**config.mk**
```make
export PLATFORM = sky130hd
export DESIGN_NAME = terminal_line_discipline_core
export DESIGN_NICKNAME = d
export VERILOG_FILES = /design/src/rtl/tld_pkg.sv /design/src/rtl/terminal_line_discipline_core.sv /design/src/rtl/tld_ram.sv
export SDC_FILE = /design/constraint.sdc
export NUM_CORES = 2
export LEC_CHECK = 0
export BUFFER_PORTS_ARGS = -buffer_cell sky130_fd_sc_hd__buf_2
export CORE_MARGIN = 8
export CORE_UTILIZATION = 50
export CTS_BUF_LIST = sky130_fd_sc_hd__clkbuf_2
export CTS_CLUSTER_DIAMETER = 200
export DETAILED_ROUTE_END_ITERATION = 10
export PLACE_DENSITY = 0.7
export SLEW_MARGIN = 20
export SYNTH_ARGS = -nofsm -noshare
export SYNTH_HDL_FRONTEND = slang
export SYNTH_SLANG_ARGS = --single-unit
```
**constraint.sdc**
```tcl
create_clock -name clk -period 8.2 [get_ports clk]
set_input_delay 1.64 -clock clk [delete_from_list [all_inputs] [get_ports clk]]
set_output_delay 1.64 -clock clk [all_outputs]
set_load 0.02 [all_outputs]
```
**src/rtl/tld_pkg.sv**
```systemverilog
// Package for the terminal line discipline: sizes, character and result codes,
// and the request and result structs. No dependencies.
`default_nettype none
package tld_pkg;

  localparam int LINE_DEPTH = 128;
  localparam int RING_DEPTH = 256;
  localparam int LINE_AW    = $clog2(LINE_DEPTH);
  localparam int LINE_LW    = LINE_AW + 1;
  localparam int RING_AW    = $clog2(RING_DEPTH);
  localparam int CFG_IW     = 2;

  localparam logic [1:0] KIND_KEY     = 2'd0;
  localparam logic [1:0] KIND_READ    = 2'd1;
  localparam logic [1:0] KIND_DISCARD = 2'd2;

  localparam logic [1:0] ECHO_NONE  = 2'd0;
  localparam logic [1:0] ECHO_BYTE  = 2'd1;
  localparam logic [1:0] ECHO_NL    = 2'd2;
  localparam logic [1:0] ECHO_ERASE = 2'd3;

  localparam logic [1:0] SIG_NONE = 2'd0;
  localparam logic [1:0] SIG_INT  = 2'd1;
  localparam logic [1:0] SIG_STOP = 2'd2;

  localparam logic [CFG_IW-1:0] CFG_ECHO  = CFG_IW'(0);
  localparam logic [CFG_IW-1:0] CFG_CANON = CFG_IW'(1);

  localparam logic [7:0] CH_ETX   = 8'd3;
  localparam logic [7:0] CH_EOT   = 8'd4;
  localparam logic [7:0] CH_BS    = 8'd8;
  localparam logic [7:0] CH_TAB   = 8'h09;
  localparam logic [7:0] CH_LF    = 8'h0A;
  localparam logic [7:0] CH_CR    = 8'h0D;
  localparam logic [7:0] CH_NAK   = 8'd21;
  localparam logic [7:0] CH_SUB   = 8'd26;
  localparam logic [7:0] CH_SPACE = 8'h20;
  localparam logic [7:0] CH_DEL   = 8'd127;

  typedef struct packed {
    logic [1:0] kind;
    logic [7:0] key_byte;
  } tld_req_t;

  typedef struct packed {
    logic [1:0] echo_kind;
    logic [7:0] echo_byte;
    logic [6:0] erase_count;
    logic [1:0] signal_kind;
    logic       delivery_dropped;
    logic       read_valid;
    logic [7:0] read_byte;
    logic       line_end;
    logic       end_of_input;
    logic       ring_empty;
  } tld_rsp_t;

endpackage
`default_nettype wire

```
**src/rtl/terminal_line_discipline_core.sv**
```systemverilog
// Terminal line discipline top level: sequencer, pointers, line and ring RAMs.
// Depends on tld_pkg and tld_ram.
//
// Usage: requests come in on req (kind, key_byte) with req_valid/req_stall;
// each request gives exactly one result on rsp with rsp_valid/rsp_stall.
// Configuration writes (echo_enable index 0, canonical_mode index 1) use
// cfg_valid/cfg_ready and are taken in any cycle; write only while idle.
// Key requests that deliver no line, discard and read-on-empty requests go
// from S_IDLE to S_EMIT, which loads the result into the output register;
// a read that pops a byte passes through S_READ first (one ring RAM read).
// A line delivery (CR, LF or Ctrl-D) copies one byte per cycle from the
// line RAM into the ring RAM in S_DLV before S_EMIT. One request is worked
// on at a time; the next one is taken as soon as the previous result sits
// in the output register.
// Reset: line and ring empty, echo on, canonical mode on. RAM contents are
// not cleared and no clearing pass is run.
// A stalled result holds in the output register; a finished request waits
// for that register to free up before the next result is loaded.
`default_nettype none
module terminal_line_discipline_core (
  input  wire logic                          clk,
  input  wire logic                          rst,
  input  wire logic                          req_valid,
  output logic                               req_stall,
  input  wire tld_pkg::tld_req_t             req,
  output logic                               rsp_valid,
  input  wire logic                          rsp_stall,
  output tld_pkg::tld_rsp_t                  rsp,
  input  wire logic                          cfg_valid,
  output logic                               cfg_ready,
  input  wire logic [tld_pkg::CFG_IW-1:0]    cfg_index,
  input  wire logic                          cfg_data
);

  typedef enum logic [3:0] {
    S_IDLE = 4'b0001,
    S_READ = 4'b0010,
    S_DLV  = 4'b0100,
    S_EMIT = 4'b1000
  } state_t;

  state_t state, state_next;
  tld_pkg::tld_rsp_t res, res_next;
  logic echo_enable, echo_enable_next;
  logic canonical_mode, canonical_mode_next;
  logic end_pending, end_pending_next;
  logic [tld_pkg::LINE_AW-1:0] line_count, line_count_next;
  logic [tld_pkg::LINE_LW-1:0] dlen, dlen_next;
  logic [tld_pkg::LINE_LW-1:0] idx, idx_next;
  logic pv, pv_next;
  logic [tld_pkg::RING_AW-1:0] wp, wp_next;
  logic [tld_pkg::RING_AW-1:0] rp, rp_next;

  logic                        line_we;
  logic [tld_pkg::LINE_AW-1:0] line_waddr;
  logic [7:0]                  line_wdata;
  logic [7:0]                  line_rdata;
  logic                        ring_we;
  logic [7:0]                  ring_wdata;
  logic [7:0]                  ring_rdata;
  logic                        ring_full;
  logic                        accept;

  function automatic logic [tld_pkg::RING_AW-1:0] ptr_inc(
    input logic [tld_pkg::RING_AW-1:0] p
  );
    if (32'(p) == tld_pkg::RING_DEPTH - 1) begin
      return '0;
    end
    return p + 1'b1;
  endfunction

  function automatic logic [6:0] erase_sat(input logic [tld_pkg::LINE_AW-1:0] c);
    if (32'(c) > 32'd127) begin
      return 7'd127;
    end
    return 7'(c);
  endfunction

  tld_ram #(.DEPTH(tld_pkg::LINE_DEPTH), .WIDTH(8)) u_line_ram (
    .clk   (clk),
    .we    (line_we),
    .waddr (line_waddr),
    .wdata (line_wdata),
    .raddr (idx[tld_pkg::LINE_AW-1:0]),
    .rdata (line_rdata)
  );

  tld_ram #(.DEPTH(tld_pkg::RING_DEPTH), .WIDTH(8)) u_ring_ram (
    .clk   (clk),
    .we    (ring_we),
    .waddr (wp),
    .wdata (ring_wdata),
    .raddr (rp),
    .rdata (ring_rdata)
  );

  assign req_stall = (state != S_IDLE);
  assign cfg_ready = 1'b1;
  assign accept    = req_valid && !req_stall;
  assign ring_full = (ptr_inc(wp) == rp);

  always_comb begin
    state_next          = state;
    res_next            = res;
    echo_enable_next    = echo_enable;
    canonical_mode_next = canonical_mode;
    end_pending_next    = end_pending;
    line_count_next     = line_count;
    dlen_next           = dlen;
    idx_next            = idx;
    pv_next             = pv;
    wp_next             = wp;
    rp_next             = rp;
    line_we             = 1'b0;
    line_waddr          = line_count;
    line_wdata          = req.key_byte;
    ring_we             = 1'b0;
    ring_wdata          = req.key_byte;

    if (cfg_valid) begin
      if (cfg_index == tld_pkg::CFG_ECHO) begin
        echo_enable_next = cfg_data;
      end else if (cfg_index == tld_pkg::CFG_CANON) begin
        if (cfg_data && !canonical_mode) begin
          line_count_next = '0;
        end
        canonical_mode_next = cfg_data;
      end
    end

    unique case (state)
      S_IDLE: begin
        if (accept) begin
          res_next   = '0;
          state_next = S_EMIT;
          unique case (req.kind)
            tld_pkg::KIND_KEY: begin
              if (req.key_byte == tld_pkg::CH_ETX) begin
                res_next.signal_kind = tld_pkg::SIG_INT;
              end else if (req.key_byte == tld_pkg::CH_SUB) begin
                res_next.signal_kind = tld_pkg::SIG_STOP;
              end else if (!canonical_mode) begin
                if (!ring_full) begin
                  ring_we = 1'b1;
                  wp_next = ptr_inc(wp);
                end
                if (echo_enable) begin
                  if (req.key_byte == tld_pkg::CH_LF) begin
                    res_next.echo_kind = tld_pkg::ECHO_NL;
                  end else begin
                    res_next.echo_kind = tld_pkg::ECHO_BYTE;
                    res_next.echo_byte = req.key_byte;
                  end
                end
              end else begin
                priority case (req.key_byte)
                  tld_pkg::CH_CR, tld_pkg::CH_LF: begin
                    line_we         = 1'b1;
                    line_wdata      = tld_pkg::CH_LF;
                    dlen_next       = {1'b0, line_count} + 1'b1;
                    line_count_next = '0;
                    idx_next        = '0;
                    pv_next         = 1'b0;
                    state_next      = S_DLV;
                    if (echo_enable) begin
                      res_next.echo_kind = tld_pkg::ECHO_NL;
                    end
                  end
                  tld_pkg::CH_BS, tld_pkg::CH_DEL: begin
                    if (line_count != '0) begin
                      line_count_next = line_count - 1'b1;
                      if (echo_enable) begin
                        res_next.echo_kind   = tld_pkg::ECHO_ERASE;
                        res_next.erase_count = 7'd1;
                      end
                    end
                  end
                  tld_pkg::CH_NAK: begin
                    if (line_count != '0) begin
                      line_count_next = '0;
                      if (echo_enable) begin
                        res_next.echo_kind   = tld_pkg::ECHO_ERASE;
                        res_next.erase_count = erase_sat(line_count);
                      end
                    end
                  end
                  tld_pkg::CH_EOT: begin
                    if (line_count != '0) begin
                      dlen_next       = {1'b0, line_count};
                      line_count_next = '0;
                      idx_next        = '0;
                      pv_next         = 1'b0;
                      state_next      = S_DLV;
                    end else begin
                      end_pending_next = 1'b1;
                    end
                  end
                  default: begin
                    if ((req.key_byte >= tld_pkg::CH_SPACE ||
                         req.key_byte == tld_pkg::CH_TAB) &&
                        line_count < tld_pkg::LINE_AW'(tld_pkg::LINE_DEPTH - 1)) begin
                      line_we         = 1'b1;
                      line_count_next = line_count + 1'b1;
                      if (echo_enable) begin
                        res_next.echo_kind = tld_pkg::ECHO_BYTE;
                        res_next.echo_byte = req.key_byte;
                      end
                    end
                  end
                endcase
              end
            end
            tld_pkg::KIND_READ: begin
              if (rp != wp) begin
                rp_next             = ptr_inc(rp);
                res_next.read_valid = 1'b1;
                state_next          = S_READ;
              end else if (end_pending) begin
                end_pending_next      = 1'b0;
                res_next.end_of_input = 1'b1;
              end else begin
                res_next.ring_empty = 1'b1;
              end
            end
            tld_pkg::KIND_DISCARD: begin
              line_count_next  = '0;
              rp_next          = wp;
              end_pending_next = 1'b0;
            end
            default: begin
            end
          endcase
        end
      end
      S_READ: begin
        res_next.read_byte = ring_rdata;
        res_next.line_end  = canonical_mode && (ring_rdata == tld_pkg::CH_LF);
        state_next         = S_EMIT;
      end
      S_DLV: begin
        if (pv && ring_full) begin
          res_next.delivery_dropped = 1'b1;
          pv_next    = 1'b0;
          state_next = S_EMIT;
        end else begin
          if (pv) begin
            ring_we    = 1'b1;
            ring_wdata = line_rdata;
            wp_next    = ptr_inc(wp);
          end
          if (idx < dlen) begin
            idx_next = idx + 1'b1;
            pv_next  = 1'b1;
          end else begin
            pv_next = 1'b0;
            if (!pv) begin
              state_next = S_EMIT;
            end
          end
        end
      end
      S_EMIT: begin
        if (!rsp_valid || !rsp_stall) begin
          state_next = S_IDLE;
        end
      end
      default: begin
        state_next = S_IDLE;
      end
    endcase
  end

  always_ff @(posedge clk) begin
    if (rst) begin
      state          <= S_IDLE;
      echo_enable    <= 1'b1;
      canonical_mode <= 1'b1;
      end_pending    <= 1'b0;
      line_count     <= '0;
      wp             <= '0;
      rp             <= '0;
      pv             <= 1'b0;
      rsp_valid      <= 1'b0;
    end else begin
      state          <= state_next;
      echo_enable    <= echo_enable_next;
      canonical_mode <= canonical_mode_next;
      end_pending    <= end_pending_next;
      line_count     <= line_count_next;
      wp             <= wp_next;
      rp             <= rp_next;
      pv             <= pv_next;
      if (state == S_EMIT && (!rsp_valid || !rsp_stall)) begin
        rsp_valid <= 1'b1;
      end else if (!rsp_stall) begin
        rsp_valid <= 1'b0;
      end
    end
  end

  always_ff @(posedge clk) begin
    res  <= res_next;
    dlen <= dlen_next;
    idx  <= idx_next;
    if (state == S_EMIT && (!rsp_valid || !rsp_stall)) begin
      rsp <= res;
    end
  end

endmodule
`default_nettype wire

```
**src/rtl/tld_ram.sv**
```systemverilog
// Simple dual-port synchronous RAM, one write and one registered read port.
// No dependencies.
`default_nettype none
module tld_ram #(
  parameter int DEPTH = 128,
  parameter int WIDTH = 8
) (
  input  wire logic                     clk,
  input  wire logic                     we,
  input  wire logic [$clog2(DEPTH)-1:0] waddr,
  input  wire logic [WIDTH-1:0]         wdata,
  input  wire logic [$clog2(DEPTH)-1:0] raddr,
  output logic      [WIDTH-1:0]         rdata
);

  logic [WIDTH-1:0] mem [DEPTH];

  always_ff @(posedge clk) begin
    if (we) begin
      mem[waddr] <= wdata;
    end
    rdata <= mem[raddr];
  end

endmodule
`default_nettype wire

```
==> results.ini <==
[grt]
grt_pass1_wl_mm=472
track_usage_pct=24.4
grt_max_degree=153
grt_pass1_vias=65700
gr-total-overflow=0
antenna_found_initial=15

[logic_synthesis]
synth_area_leaders=edfxtp_1 75%, mux4_2 15%, nor2_1 1.4%, mux2i_1 0.86%, dfxtp_1 0.77%
ys_seq_area_share_pct=76.2
synth_nets=5955
synth.avg_cell_area_um2=21.2
yosysTopAreaCellShare_pct=75.4
ys.flop_type=edfxtp_1
netlist_area_um2=126000
ys_warn_count=0
synthCells=5919
synth_top_area_cell=edfxtp_1
synth_cell_types=89
synth_most_common_cell=edfxtp_1
async_reset_ff_share_pct=0
synthTopCellsByCount=3152 x edfxtp_1, 847 x mux4_2, 472 x nor2_1, 145 x clkbuf_1, 131 x nand2_1
ys_ff_latch=3200
synth_edf_count=3152

[critical_path]
r2r-end=u_ring_ram.mem[247][1]
cp-end-kind=register
regToRegStartpoint=wp[0]
rrSetupSlack_ps=2170
cp-startpoint=wp[0]
worstSetupPathType=reg -> reg
cp_max_fo=127
arrival_ps=7730
cp-start-kind=register
rr_worst_depth=10
critPathRequiredTime_ps=9890

[final_layout]
drive_above_1_share_pct=31.7
nNetsFinal=6548
final_cells=10400
fillers=19000
syn2layout_area_growth_pct=8.69

[flow_run]
drv_cap=0

[route]
routed-via-count=66000
ant_nets=0
drt-initial-drc-count=9846
via_per_inst=6.33
wl_per_cell_um=31.6
drt_pass1_iterations=6
drc=0
routed_wl_mm=330

[floorplanning]
fp-row-count=184
start_util_pct=50.1
die_w_um=517
dieHeight_um=517
coreArea_um2=250000
die-area_um2=267000
io_pins=53

[min_path]
holdPathStages=4
min_to=echo_enable
hp-start=cfg_index[1]
hold_class=in -> reg

[placed_design]
hpwl_mm=198
place_congestion=0.926
io_buffers=51
place_ws_ps=2170
place_inst=9100

[timing]
tns_ps=0
fin_ws_ps=2170
min_period_ps=6030
worst_pin_slew_ps=1440
max_freq_ghz=0.166
rsz0062_at_grt=no
drv_slew=0
worst_clock_skew_ps=197
max_slew_margin_pct=4.01
timing.final.crit_share_pct=73.6
setup_viol=0
hold_violations=0

[cts]
cts_setup_buffers=0
root_buffer=clkbuf_2
cts_sinks=3200
clk_path_buf_depth=4
numCtsBuffers=746
insertion_delay_ps=2100
htree_levels=6
cts_tree=built
cts.clk_slew.worst_paths_ps=110

[power]
leakagePower_nw=43.0
power_density_nw_per_um2=217
ir_drop_v=0.000106

[outcome]
status=complete, no violations

==> metal layers <==
metal  GRT usage [%]  share of wire (%)  wire (um)  vias to the layer above
met4            9.49                3.8      12400                        9
met5               0              0.028         92                        -
met1            34.2                 38     125000                    34000
met3            7.85                 13      42900                      686
met2            35.9                 45     149000                     4950
li1                -                  -          -                    26300
==> worst max-delay path: stages, from the launching register on <==
cell and delay (ps):
dfxtp_1 600, ha_1 510, nand3_2 810, buf_4 540, nor3_2 240, xnor2_1 110
o211ai_1 100, nand4b_2 430, nor2b_2 800, mux2_8 940, buf_4 500
==> metrics by stage <==
step	cell area, um2	utilization [%]	power (mW)	hold WS [ps]
CTS	136000	54.4	29.7	8.91
finish	136000	54.5	29.6	174
floorplan	126000	-	19.4	400
detailed placement	130000	51.8	19.9	405
global placement	130000	51.8	19.9	401
global route	136000	54.4	30.5	97.6
==> worst max-delay path by stage <==
| stage | end | slack (ps) | depth (start not counted) |
|---|---|---|---|
| after floorplan | u_line_ram.mem[0][0] | 1920 | 6 |
| after global placement | u_ring_ram.mem[27][0] | 2250 | 8 |
| after detailed placement | u_ring_ram.mem[27][0] | 2170 | 8 |
| after CTS | u_ring_ram.mem[244][1] | 2260 | 10 |
| after global routing | u_ring_ram.mem[237][1] | 1970 | 10 |
| final | u_ring_ram.mem[247][1] | 2170 | 10 |
==> cells in the final DEF, fill, tap and decap left out, types with 23 or more instances in the layout <==
cell type,Yosys,routed
a21oi_1,69,68
inv_1,36,34
and2_1,32,31
buf_4,52,128
dfxtp_1,48,42
nand3_1,63,59
mux4_2,847,847
nor3_1,37,37
nor2_1,472,468
clkbuf_2,1,1043
clkinv_2,0,31
nor2b_1,35,28
a22oi_1,67,67
nand4_1,25,25
clkinv_1,0,173
edfxtp_1,3152,3152
o21ai_0,52,52
buf_2,118,46
nand2_1,131,129
o22ai_1,23,23
mux2i_1,108,108
nand2b_1,24,24
==> registers in the layout, summed over array words and instances, names as in the netlist <==
signal,flops
res,32
rsp_valid,1
wp,8
line_count,7
canonical_mode,1
rp,8
u_ring_ram.mem,2048
u_line_ram.rdata,8
dlen,8
end_pending,1
u_ring_ram.rdata,8
u_line_ram.mem,1024
state,4
idx,8
echo_enable,1
rsp,32
pv,1
==> what timing repair did <==
item / in CTS / in global routing
hold buffers: 10 / 0
endpoints found under the setup margin: 0 / 0
gates resized for setup: 0 / 0
endpoints found under the hold margin: 34 / 0
==> layout make-up <==
class | instances | area (um2) | area share (%)
sequential | 3200 | 95600 | 70.1
inverter | 38 | 144 | 0.105
multi-input combinational | 2320 | 28100 | 20.6
clock inverter | 239 | 1340 | 0.980
tap | 3348 | 4190 | 3.07
antenna | 22 | 55.1 | 0.0404
clock buffer | 1043 | 5220 | 3.83
timing repair buffer | 206 | 1730 | 1.27
==> power by group <==
group	leakage [nW]	switching (mW)	internal [mW]	total, mW
clock network	4.97	6.19	3.83	10.0
logic	9.33	0.969	0.561	1.53
registers	28.7	0.0417	18.0	18.0
total	43.0	7.20	22.4	29.6
==> logic make-up after synthesis <==
kind of cell               Yosys count  synth area share [%]
AOI/OAI and AO/OA                  381                  2.10
xor gates and xnor gates            27                 0.188
adders and majority gates           18                 0.179
buffers and inverters              399                  1.63
DFF                               3200                  76.2
muxes                              987                  16.4
other                                1               0.00299
and+or+nand+nor                    906                  3.32
Power figures use the tool's default switching activity.
